===== config.mk =====
export PLATFORM = sky130hd
export DESIGN_NAME = surface_uart_event_parser_unit_flat
export DESIGN_NICKNAME = d
export VERILOG_FILES = /design/src/design/suep_pkg.sv /design/src/design/suep_if.sv /design/src/design/suep_assembler.sv /design/src/design/suep_decoder.sv /design/src/design/suep_out_reg.sv /design/src/design/surface_uart_event_parser_unit.sv /design/src/flat_wrapper.sv
export SDC_FILE = /design/constraint.sdc
export NUM_CORES = 1
export LEC_CHECK = 0
export ABC_AREA = 1
export ABC_CLOCK_PERIOD_IN_PS = 3500
export CAP_MARGIN = 10
export CELL_PAD_IN_SITES_DETAIL_PLACEMENT = 1
export CELL_PAD_IN_SITES_GLOBAL_PLACEMENT = 2
export CORE_MARGIN = 2
export CORE_UTILIZATION = 30
export CTS_CLUSTER_DIAMETER = 150
export DETAILED_ROUTE_END_ITERATION = 10
export DONT_BUFFER_PORTS = 1
export PLACE_DENSITY_LB_ADDON = 0.1
export SLEW_MARGIN = 20
export SYNTH_ARGS = -nofsm -noshare
export SYNTH_HDL_FRONTEND = slang
export SYNTH_SLANG_ARGS = --single-unit
export TNS_END_PERCENT = 10

===== constraint.sdc =====
create_clock -name clk -period 3.5 [get_ports clk]
set_input_delay 0.7 -clock clk [delete_from_list [all_inputs] [get_ports clk]]
set_output_delay 0.7 -clock clk [all_outputs]
set_load 0.02 [all_outputs]

===== src/design/suep_pkg.sv =====
// ============================================================================
// suep_pkg
// Shared types and constants of the surface UART event parser.
// ============================================================================
`timescale 1ns / 1ps
`default_nettype none

package suep_pkg;

    // Storage of one open packet.
    localparam int PACKET_BYTES = 6;
    localparam int CNT_W        = $clog2(PACKET_BYTES + 1);
    localparam int IDX_W        = $clog2(PACKET_BYTES);

    // Only the first five bytes of a packet matter for decoding.
    localparam int VIEW_BYTES   = 5;

    localparam logic [7:0] END_MARK    = 8'hFE;
    localparam logic [6:0] BOARD_MASK  = 7'h7F;
    localparam logic [7:0] CLASS_FADER  = 8'h66;  // 'f'
    localparam logic [7:0] CLASS_BUTTON = 8'h62;  // 'b'
    localparam logic [7:0] CLASS_ENCODER = 8'h65; // 'e'

    localparam logic [6:0] BOARD_A = 7'd0;
    localparam logic [6:0] BOARD_B = 7'd1;
    localparam logic [6:0] BOARD_C = 7'd4;
    localparam logic [6:0] BOARD_D = 7'd5;
    localparam logic [6:0] BOARD_E = 7'd8;

    typedef enum logic [1:0] {
        KIND_FADER   = 2'd0,
        KIND_BUTTON  = 2'd1,
        KIND_ENCODER = 2'd2
    } kind_t;

    // A packet that closes on this beat, as the decoder sees it.
    typedef struct packed {
        logic                        close;
        logic [VIEW_BYTES-1:0][7:0]  bytes;
    } close_t;

    typedef struct packed {
        logic [3:0]  board_id;
        logic [1:0]  element_kind;
        logic [7:0]  element_index;
        logic [15:0] element_value;
    } event_t;

endpackage

`default_nettype wire


===== src/design/suep_if.sv =====
// ============================================================================
// suep_if
// Valid/ready channels for received bytes and decoded events.
// ============================================================================
`timescale 1ns / 1ps
`default_nettype none

interface suep_rx_if;
    logic       valid;
    logic       ready;
    logic [7:0] rx_byte;

    modport source (output valid, output rx_byte, input ready);
    modport sink   (input valid, input rx_byte, output ready);
endinterface

interface suep_ev_if;
    logic        valid;
    logic        ready;
    logic [3:0]  board_id;
    logic [1:0]  element_kind;
    logic [7:0]  element_index;
    logic [15:0] element_value;

    modport source (output valid, output board_id, output element_kind,
                    output element_index, output element_value, input ready);
    modport sink   (input valid, input board_id, input element_kind,
                    input element_index, input element_value, output ready);
endinterface

`default_nettype wire


===== src/design/suep_assembler.sv =====
// ============================================================================
// suep_assembler
// Collects bytes into the open packet and flags the beat on which it closes.
// ============================================================================
`timescale 1ns / 1ps
`default_nettype none

module suep_assembler (
    input  wire logic            clk,
    input  wire logic            rst_n,
    input  wire logic            fire,
    input  wire logic [7:0]      rx_byte,
    output suep_pkg::close_t     view
);

    logic [suep_pkg::PACKET_BYTES-1:0][7:0] packet_reg, packet_next;
    logic [suep_pkg::CNT_W-1:0]             count_reg, count_next;
    logic                                   end_pending_reg, end_pending_next;
    logic                                   is_mark;
    logic                                   restart;
    logic                                   room;

    assign is_mark = (rx_byte == suep_pkg::END_MARK);
    // A second end mark closes the packet without a checksum and opens the next.
    assign restart = end_pending_reg && is_mark;
    assign room    = (count_reg < suep_pkg::CNT_W'(suep_pkg::PACKET_BYTES));

    // The checksum byte is part of the packet when it closes; a restarting
    // end mark is not.
    always_comb
    begin
        view.close = end_pending_reg;
        for (int i = 0; i < suep_pkg::VIEW_BYTES; i++)
        begin
            if (!restart && count_reg == suep_pkg::CNT_W'(i))
                view.bytes[i] = rx_byte;
            else
                view.bytes[i] = packet_reg[i];
        end
    end

    always_comb
    begin
        packet_next      = packet_reg;
        count_next       = count_reg;
        end_pending_next = end_pending_reg;
        if (fire)
        begin
            end_pending_next = is_mark;
            if (end_pending_reg)
            begin
                packet_next = '0;
                count_next  = '0;
                if (is_mark)
                begin
                    packet_next[0] = rx_byte;
                    count_next     = suep_pkg::CNT_W'(1);
                end
            end
            else if (room)
            begin
                packet_next[count_reg[suep_pkg::IDX_W-1:0]] = rx_byte;
                count_next = count_reg + suep_pkg::CNT_W'(1);
            end
        end
    end

    always_ff @(posedge clk or negedge rst_n)
    begin
        if (!rst_n)
        begin
            packet_reg      <= '0;
            count_reg       <= '0;
            end_pending_reg <= 1'b0;
        end
        else
        begin
            packet_reg      <= packet_next;
            count_reg       <= count_next;
            end_pending_reg <= end_pending_next;
        end
    end

endmodule

`default_nettype wire


===== src/design/suep_decoder.sv =====
// ============================================================================
// suep_decoder
// Decodes a closing packet into a board update or an element event.
// ============================================================================
`timescale 1ns / 1ps
`default_nettype none

module suep_decoder (
    input  wire logic             clk,
    input  wire logic             rst_n,
    input  wire logic             fire,
    input  suep_pkg::close_t      view,
    output logic                  event_valid,
    output suep_pkg::event_t      event_data
);

    logic [3:0]  board_reg, board_next;
    logic [15:0] last_value_reg, last_value_next;
    logic [6:0]  board_num;
    logic        board_ok;
    logic        is_board;
    logic        kind_ok;
    logic [1:0]  kind;

    assign is_board  = (view.bytes[0] == suep_pkg::END_MARK);
    assign board_num = view.bytes[1][6:0] & suep_pkg::BOARD_MASK;
    assign board_ok  = (board_num == suep_pkg::BOARD_A) || (board_num == suep_pkg::BOARD_B)
                    || (board_num == suep_pkg::BOARD_C) || (board_num == suep_pkg::BOARD_D)
                    || (board_num == suep_pkg::BOARD_E);

    always_comb
    begin
        kind_ok = 1'b1;
        kind    = suep_pkg::KIND_FADER;
        unique case (view.bytes[0])
            suep_pkg::CLASS_FADER:   kind = suep_pkg::KIND_FADER;
            suep_pkg::CLASS_BUTTON:  kind = suep_pkg::KIND_BUTTON;
            suep_pkg::CLASS_ENCODER: kind = suep_pkg::KIND_ENCODER;
            default:                 kind_ok = 1'b0;
        endcase
    end

    always_comb
    begin
        board_next      = board_reg;
        last_value_next = last_value_reg;
        if (view.close && is_board)
        begin
            if (board_ok)
                board_next = board_num[3:0];
        end
        else if (view.close)
        begin
            // With neither marker the previous value is reported again.
            if (view.bytes[3] == suep_pkg::END_MARK)
                last_value_next = {8'h00, view.bytes[2]};
            else if (view.bytes[4] == suep_pkg::END_MARK)
                last_value_next = {view.bytes[3], view.bytes[2]};
        end
    end

    assign event_valid              = view.close && !is_board && kind_ok;
    assign event_data.board_id      = board_reg;
    assign event_data.element_kind  = kind;
    assign event_data.element_index = view.bytes[1];
    assign event_data.element_value = last_value_next;

    always_ff @(posedge clk or negedge rst_n)
    begin
        if (!rst_n)
        begin
            board_reg      <= '0;
            last_value_reg <= '0;
        end
        else if (fire)
        begin
            board_reg      <= board_next;
            last_value_reg <= last_value_next;
        end
    end

endmodule

`default_nettype wire


===== src/design/suep_out_reg.sv =====
// ============================================================================
// suep_out_reg
// Result register that holds one event until the sink takes it.
// ============================================================================
`timescale 1ns / 1ps
`default_nettype none

module suep_out_reg (
    input  wire logic             clk,
    input  wire logic             rst_n,
    input  wire logic             load,
    input  suep_pkg::event_t      event_data,
    output logic                  stall,
    suep_ev_if.source             ev
);

    logic             valid_reg, valid_next;
    suep_pkg::event_t data_reg;

    assign stall = valid_reg && !ev.ready;

    always_comb
    begin
        valid_next = valid_reg;
        if (load)
            valid_next = 1'b1;
        else if (ev.ready)
            valid_next = 1'b0;
    end

    always_ff @(posedge clk or negedge rst_n)
    begin
        if (!rst_n)
            valid_reg <= 1'b0;
        else
            valid_reg <= valid_next;
    end

    always_ff @(posedge clk)
    begin
        if (load)
            data_reg <= event_data;
    end

    assign ev.valid         = valid_reg;
    assign ev.board_id      = data_reg.board_id;
    assign ev.element_kind  = data_reg.element_kind;
    assign ev.element_index = data_reg.element_index;
    assign ev.element_value = data_reg.element_value;

endmodule

`default_nettype wire


===== src/design/surface_uart_event_parser_unit.sv =====
// ============================================================================
// surface_uart_event_parser_unit
// Splits received surface bytes into packets and emits element events.
// ============================================================================
// The beat that closes a packet loads its event into the result register.
// Throughput: one byte per cycle; the input register advances whenever the
// result register is empty or is being read in the same cycle.
// Reset: rst_n clears the open packet, the end flag, the board number, the last
// value and both valid flags at once.
`timescale 1ns / 1ps
`default_nettype none

module surface_uart_event_parser_unit (
    input  wire logic  clk,
    input  wire logic  rst_n,
    suep_rx_if.sink    rx,
    suep_ev_if.source  ev
);

    logic             in_valid_reg, in_valid_next;
    logic [7:0]       in_byte_reg;
    logic             stall;
    logic             fire;
    logic             take;
    logic             event_valid;
    suep_pkg::close_t view;
    suep_pkg::event_t event_data;

    assign fire     = in_valid_reg && !stall;
    assign rx.ready = !in_valid_reg || !stall;
    assign take     = rx.valid && rx.ready;

    always_comb
    begin
        in_valid_next = in_valid_reg;
        if (take)
            in_valid_next = 1'b1;
        else if (fire)
            in_valid_next = 1'b0;
    end

    always_ff @(posedge clk or negedge rst_n)
    begin
        if (!rst_n)
            in_valid_reg <= 1'b0;
        else
            in_valid_reg <= in_valid_next;
    end

    always_ff @(posedge clk)
    begin
        if (take)
            in_byte_reg <= rx.rx_byte;
    end

    suep_assembler u_assembler (
        .clk     (clk),
        .rst_n   (rst_n),
        .fire    (fire),
        .rx_byte (in_byte_reg),
        .view    (view)
    );

    suep_decoder u_decoder (
        .clk         (clk),
        .rst_n       (rst_n),
        .fire        (fire),
        .view        (view),
        .event_valid (event_valid),
        .event_data  (event_data)
    );

    suep_out_reg u_out_reg (
        .clk        (clk),
        .rst_n      (rst_n),
        .load       (fire && event_valid),
        .event_data (event_data),
        .stall      (stall),
        .ev         (ev)
    );

endmodule

`default_nettype wire


===== src/flat_wrapper.sv =====
// flat-port wrapper written by rule: the top's interface ports become plain ports
module surface_uart_event_parser_unit_flat 
  (clk, rst_n, rx_valid, rx_rx_byte, rx_ready, ev_valid, ev_board_id, ev_element_kind, ev_element_index, ev_element_value, ev_ready);
  suep_rx_if rx_i ();
  suep_ev_if ev_i ();
  input  wire logic clk;
  input  wire logic rst_n;
  input wire logic [$bits(rx_i.valid)-1:0] rx_valid;
  input wire logic [$bits(rx_i.rx_byte)-1:0] rx_rx_byte;
  output wire logic [$bits(rx_i.ready)-1:0] rx_ready;
  output wire logic [$bits(ev_i.valid)-1:0] ev_valid;
  output wire logic [$bits(ev_i.board_id)-1:0] ev_board_id;
  output wire logic [$bits(ev_i.element_kind)-1:0] ev_element_kind;
  output wire logic [$bits(ev_i.element_index)-1:0] ev_element_index;
  output wire logic [$bits(ev_i.element_value)-1:0] ev_element_value;
  input wire logic [$bits(ev_i.ready)-1:0] ev_ready;
  assign rx_i.valid = rx_valid;
  assign rx_i.rx_byte = rx_rx_byte;
  assign rx_ready = rx_i.ready;
  assign ev_valid = ev_i.valid;
  assign ev_board_id = ev_i.board_id;
  assign ev_element_kind = ev_i.element_kind;
  assign ev_element_index = ev_i.element_index;
  assign ev_element_value = ev_i.element_value;
  assign ev_i.ready = ev_ready;
  surface_uart_event_parser_unit u_core (.clk(clk), .rst_n(rst_n), .rx(rx_i), .ev(ev_i));
endmodule

# Word level (Yosys, flattened, before mapping)
# Cells that the tools add are included.
# W data, S select, Z words.
# totals
reg_bits	112
inputBits	12
output_inout_bits	32
elab_cells	92
# op_classes
n_lt_le_gt_ge	3
addsub	1
muxes	24
eq_ne	15
n_reduce_logical	32
# ops
operator	n
$mux W48	2
$mux W16	4
$mux W8	7
$bwmux W48	1
$eq A8 B8 Y1 const B	4
$demux W8 S3	1
$eq A8 B7 Y1 const B	3
$eq A7 B3 Y1 const B	2
$logic_and A1 B1 Y1	14
$eq A7 B1 Y1 const B	1
$eq A7 B4 Y1 const B	1
$logic_not A7 Y1	1
$eq A3 B2 Y1 const B	2
$mux W1	6
$mux W3	2
$reduce_bool A2 Y1	3
$logic_not A1 Y1	5
$logic_or A1 B1 Y1	5
$lt A3 B4 Y1 const B	1
$pmux W2 S2	1
$add A3 B1 Y3 const B	1
$eq A3 B1 Y1 const B	1
$eq A3 B3 Y1 const B	1
$ge A3 B1 Y1 const B	1
other kinds (5)	5

# Longest topological paths before layout
# logic_depth
word_depth	11
mapped_depth	16
depth_no_buf	15

# By module
# Synthesis repeated with hierarchy kept, for this count alone.
# unflattened
cells_unflattened	675
area_unflattened_um2	5353.9
# modules_own_cells
module	area_per_inst_um2	instances	seq_area_each_um2	cells_per_inst
suep_assembler	2651.3	1	1101.1	393
suep_decoder	1452.6	1	500.5	228
suep_out_reg	947.2	1	925.9	36
surface_uart_event_parser_unit	302.8	1	265.3	18

# Worst setup path after synthesis
# No wires, ideal clock.
# synth_path
path_kind	register to register
start	register u_core.u_assembler.count_reg[0] in the netlist's numbering
end	register u_core.u_out_reg.data_reg, in the netlist u_core.u_out_reg.ev.board_id[0], enable pin
setup_time_ns	0.417
path_slack_ns	-0.137
path_buffers	1
synth_period_minus_slack_ns	3.637
required_ns	3.083
path_stages_with_launch	14
arrival_time_ns	3.220
path_cell_list	dfrtp_1 -> inv_1 -> ha_1 -> inv_1 -> nor2_2 -> nand2_2 -> nand2_1 -> nand2_1 -> nand2_1 -> nor2_1 -> a21oi_4 -> buf_6 -> nand2_1 -> nor2_1
# synth_via
elab_chain_len	8
elab_cells_between_ends	13
cone_classes	eq/ne: 4; mux: 2; reduce/logical: 7
# synth_rtl
item	line	text
from (decl)	suep_assembler.sv:17	logic [suep_pkg::CNT_W-1:0] count_reg, count_next;
from (signal assigned)	suep_assembler.sv:79	count_reg <= count_next;
$logic_not A3 Y1 *	suep_assembler.sv:35	if (!restart && count_reg == suep_pkg::CNT_W'(i))
$logic_and A1 B1 Y1 *	suep_assembler.sv:35	
$mux W8 *	suep_assembler.sv:35	
$eq A8 B7 Y1 / $eq A8 B8 Y1 (equally long branches)	suep_decoder.sv:35, suep_decoder.sv:25	
$reduce_or A3 Y1 (no source line) / $logic_not A1 Y1 (equally long branches)	-	
$mux W1 / $logic_and A1 B1 Y1 (equally long branches)	suep_decoder.sv:35, suep_decoder.sv:62	
$logic_and A1 B1 Y1 *	suep_decoder.sv:62	assign event_valid = view.close && !is_board && kind_ok;
$logic_and A1 B1 Y1 *	surface_uart_event_parser_unit.sv:76	.load (fire && event_valid),
named net u_core.u_out_reg.load	suep_out_reg.sv:11	input wire logic load,
to (signal assigned)	suep_out_reg.sv:42	data_reg <= event_data;
to (decl)	suep_out_reg.sv:18	suep_pkg::event_t data_reg;
# The timed path passes the listed nets; every way through them passes the cells marked *.
# A chain may end at the register's enable or synchronous reset.

==> impl_metrics.xml <==
<?xml version="1.0" encoding="UTF-8"?>
<metrics>
  <group name="final_layout">
    <metric name="number_of_flip_flops_under_the_largest_register_name" unit="">40</metric>
    <metric name="layout.cells.most_common" unit="">nand2_1</metric>
    <metric name="flow.area_growth_from_synthesis" unit="%">11.1</metric>
    <metric name="design.final.nets" unit="">576</metric>
    <metric name="finish.utilization" unit="">0.342</metric>
    <metric name="antennaDiodeCount" unit="">0</metric>
    <metric name="layout_cell_share_with_drive_strength_beyond_1" unit="">0.0727</metric>
    <metric name="final_cell_mix" unit="">152 x nand2_1, 77 x inv_1, 66 x dfrtp_1</metric>
    <metric name="nFillCells" unit="">1869</metric>
  </group>
  <group name="floorplanning">
    <metric name="initial_utilization" unit="">0.308</metric>
    <metric name="ios" unit="">44</metric>
    <metric name="floorplan.die.height" unit="um">132</metric>
    <metric name="die_width" unit="um">132</metric>
    <metric name="core" unit="um^2">15900</metric>
    <metric name="placement_rows" unit="">46</metric>
    <metric name="die_area" unit="um^2">17400</metric>
  </group>
  <group name="grt">
    <metric name="global_route_wire_length_before_repair" unit="um">23000</metric>
    <metric name="grtUsageTotal" unit="">0.172</metric>
    <metric name="antenna_violations_before_repair" unit="">0</metric>
    <metric name="grt_pass1_vias" unit="">4033</metric>
    <metric name="grt_start_max_net_pins" unit="">67</metric>
    <metric name="grt_overflow_total" unit="">0</metric>
  </group>
  <group name="sta">
    <metric name="layout_worst_path_cycle_share" unit="">0.818</metric>
    <metric name="timing.clock.skew" unit="ns">0.00863</metric>
    <metric name="hold_viol" unit="">0</metric>
    <metric name="least_margin_pin_slew" unit="ns">0.573</metric>
    <metric name="fin_tns_setup" unit="ns">0</metric>
    <metric name="slew_headroom" unit="">0.618</metric>
    <metric name="fmax" unit="MHz">349</metric>
    <metric name="slew_violations" unit="">0</metric>
    <metric name="rsz0062_at_grt" unit="">no</metric>
    <metric name="final_period_minus_worst_setup_slack" unit="ns">2.86</metric>
    <metric name="timing.final.setup_violations" unit="">0</metric>
  </group>
  <group name="detailed_routing">
    <metric name="drtPass1Iterations" unit="">4</metric>
    <metric name="avgRoutedWirePerCell" unit="um">18.1</metric>
    <metric name="drc" unit="">0</metric>
    <metric name="vias" unit="">3714</metric>
    <metric name="detail_route.vias_per_cell" unit="">4.76</metric>
    <metric name="routed_wl" unit="um">14100</metric>
    <metric name="drt_first_iter_violations" unit="">188</metric>
    <metric name="final_antenna_net_count" unit="">0</metric>
  </group>
  <group name="cts">
    <metric name="numCtsBuffers" unit="">9</metric>
    <metric name="clock_sink_count" unit="">104</metric>
    <metric name="cts.clk_slew.worst_paths" unit="ns">0.08</metric>
    <metric name="root_buffer" unit="">clkbuf_16</metric>
    <metric name="htree_num_levels" unit="">3</metric>
    <metric name="cts_resized" unit="">0</metric>
    <metric name="insertion_delay" unit="ns">0.36</metric>
    <metric name="holdBufCountCts" unit="">0</metric>
    <metric name="clock_tree.buffer_depth" unit="">2</metric>
    <metric name="tritoncts_clock_tree" unit="">done</metric>
    <metric name="post_cts.repair.setup_buffers" unit="">0</metric>
  </group>
  <group name="worst_setup_path">
    <metric name="rr_startpoint" unit="">u_core.in_byte_reg[0]$_DFFE_PP_</metric>
    <metric name="cp.arrival" unit="ns">2.97</metric>
    <metric name="rr_worst_depth" unit="">13</metric>
    <metric name="startpoint" unit="">u_core.in_byte_reg[0]$_DFFE_PP_</metric>
    <metric name="setup.worst_path.end_class" unit="">register</metric>
    <metric name="setup.worst_path.class" unit="">register to register</metric>
    <metric name="worst-path-max-fanout" unit="">17</metric>
    <metric name="cp_data_required_time" unit="ns">3.61</metric>
    <metric name="start_kind" unit="">register</metric>
  </group>
  <group name="placed_design">
    <metric name="io_buffers" unit="">0</metric>
    <metric name="dp_hpwl" unit="um">10200</metric>
    <metric name="weighted_congestion_reported_at_the_end_of_routability_driven_placement" unit="">0.803</metric>
  </group>
  <group name="yosys">
    <metric name="ys.warnings.count" unit="">0</metric>
    <metric name="synthesis.instances" unit="">554</metric>
    <metric name="synthArstFlopShare" unit="">0.635</metric>
    <metric name="synth_enable_flop_cells" unit="">38</metric>
    <metric name="synth.net_count" unit="">571</metric>
    <metric name="ys_types" unit="">36</metric>
    <metric name="synth.avg_cell_area" unit="um^2">8.87</metric>
    <metric name="synth_ff_type" unit="">dfrtp_1</metric>
    <metric name="synth_seq_cells" unit="">104</metric>
    <metric name="synth.cell_area" unit="um^2">4910</metric>
    <metric name="synth-seq-area-share" unit="">0.568</metric>
  </group>
  <group name="run">
    <metric name="reported_max_cap_violation_count" unit="">0</metric>
  </group>
  <group name="power_and_ir_drop">
    <metric name="leakage" unit="nW">2.61</metric>
    <metric name="peakVddDrop" unit="uV">246</metric>
    <metric name="pwr_density_cell" unit="nW/um^2">692</metric>
  </group>
  <group name="worst_hold_path">
    <metric name="worst_hold_path_type" unit="">input pin to async pin</metric>
  </group>
  <group name="run_status">
    <metric name="status" unit="">complete, no violations</metric>
  </group>
</metrics>
final timing paths:
kind	slack (ns)	to
max	0.64	u_core.u_out_reg.ev.element_value[5]$_DFFE_PP_
min	0.03	u_core.u_decoder.last_value_reg[12]$_DFFE_PN0P_
max reg2reg	0.64	u_core.u_out_reg.ev.element_value[5]$_DFFE_PP_
min reg2reg	0.45	u_core.u_out_reg.ev.board_id[2]$_DFFE_PP_
max in group asynchronous	3.33	u_core.u_decoder.last_value_reg[2]$_DFFE_PN0P_
min in group clk	0.44	u_core.in_byte_reg[1]$_DFFE_PP_
final cells by class:
type	instances	area, um^2	share of cell area
flip-flops and latches	104	2790	0.512
multi-input cells	357	1740	0.320
inverters	78	293	0.0536
well taps	216	270	0.0495
clock buffers	9	225	0.0413
repair buffers	9	80.1	0.0147
clock inverters	7	53.8	0.00986
cell usage after synthesis, types with 2 or more instances:
library cell,count,area (um^2)
o31ai_1,3,22.5
o21a_1,2,15.0
nand2_2,4,25.0
dfrtp_1,66,1650
clkbuf_1,7,26.3
edfxtp_1,38,1140
nor4_1,2,12.5
o21ai_1,7,35.0
inv_1,77,289
nor2_2,3,18.8
and2_1,10,62.6
buf_6,4,45.0
o32ai_1,4,35.0
nand2_1,152,571
o22ai_1,14,87.6
nand3_1,59,295
ha_1,5,62.6
nor2_1,24,90.1
o21ai_0,41,205
a21oi_1,11,55.1
nor3_1,3,15.0
nand2_4,2,22.5
buf_2,2,10.0
nand4_1,2,12.5
cells by family (layout without fill, tap and decap cells):
kind of cell / count (synthesis) / count (layout) / synth area share
fa+ha+maj: 5 / 5 / 0.0127
buf+inv: 93 / 103 / 0.0784
flops: 104 / 104 / 0.568
simple gates: 266 / 266 / 0.240
compound gates: 86 / 86 / 0.100
power breakdown:
part	switching, mW	internal (mW)
logic	0.766	0.369
registers	0.144	1.52
clock network	0.491	0.490
critical path: stages (launching register included):
cell      delay (ns)
edfxtp_1        0.51
inv_2           0.17
nand2_1         0.08
nor2_2          0.17
nand3_4         0.25
nand3_1         0.22
inv_1           0.07
o21ai_0         0.14
inv_1           0.05
nand2_1         0.26
nand2_2         0.23
nand2_2         0.22
nand2_1         0.09
and2_1          0.15
per-stage QoR:
stage	hold slack (ns)	setup slack, ns	total power, mW	cell area [um^2]	std cells
detailed placement	0.408	0.610	2.84	5180	764
floorplan	0.404	0.348	2.51	4920	554
global route	0.00909	0.330	4.07	5460	780
finish	0.0290	0.637	3.78	5460	780
CTS	0.0137	0.599	3.83	5460	780
global placement	0.407	0.655	2.82	5180	764
per-layer routing:
metal | share of wire | vias to the layer above | global-route usage
met5 | 0 | - | 0
met4 | 0.016 | 0 | 0.0543
met3 | 0.030 | 12 | 0.0369
met2 | 0.49 | 43 | 0.290
met1 | 0.47 | 1827 | 0.222
li1 | - | 1832 | -
(Power assumes the default switching activity.)
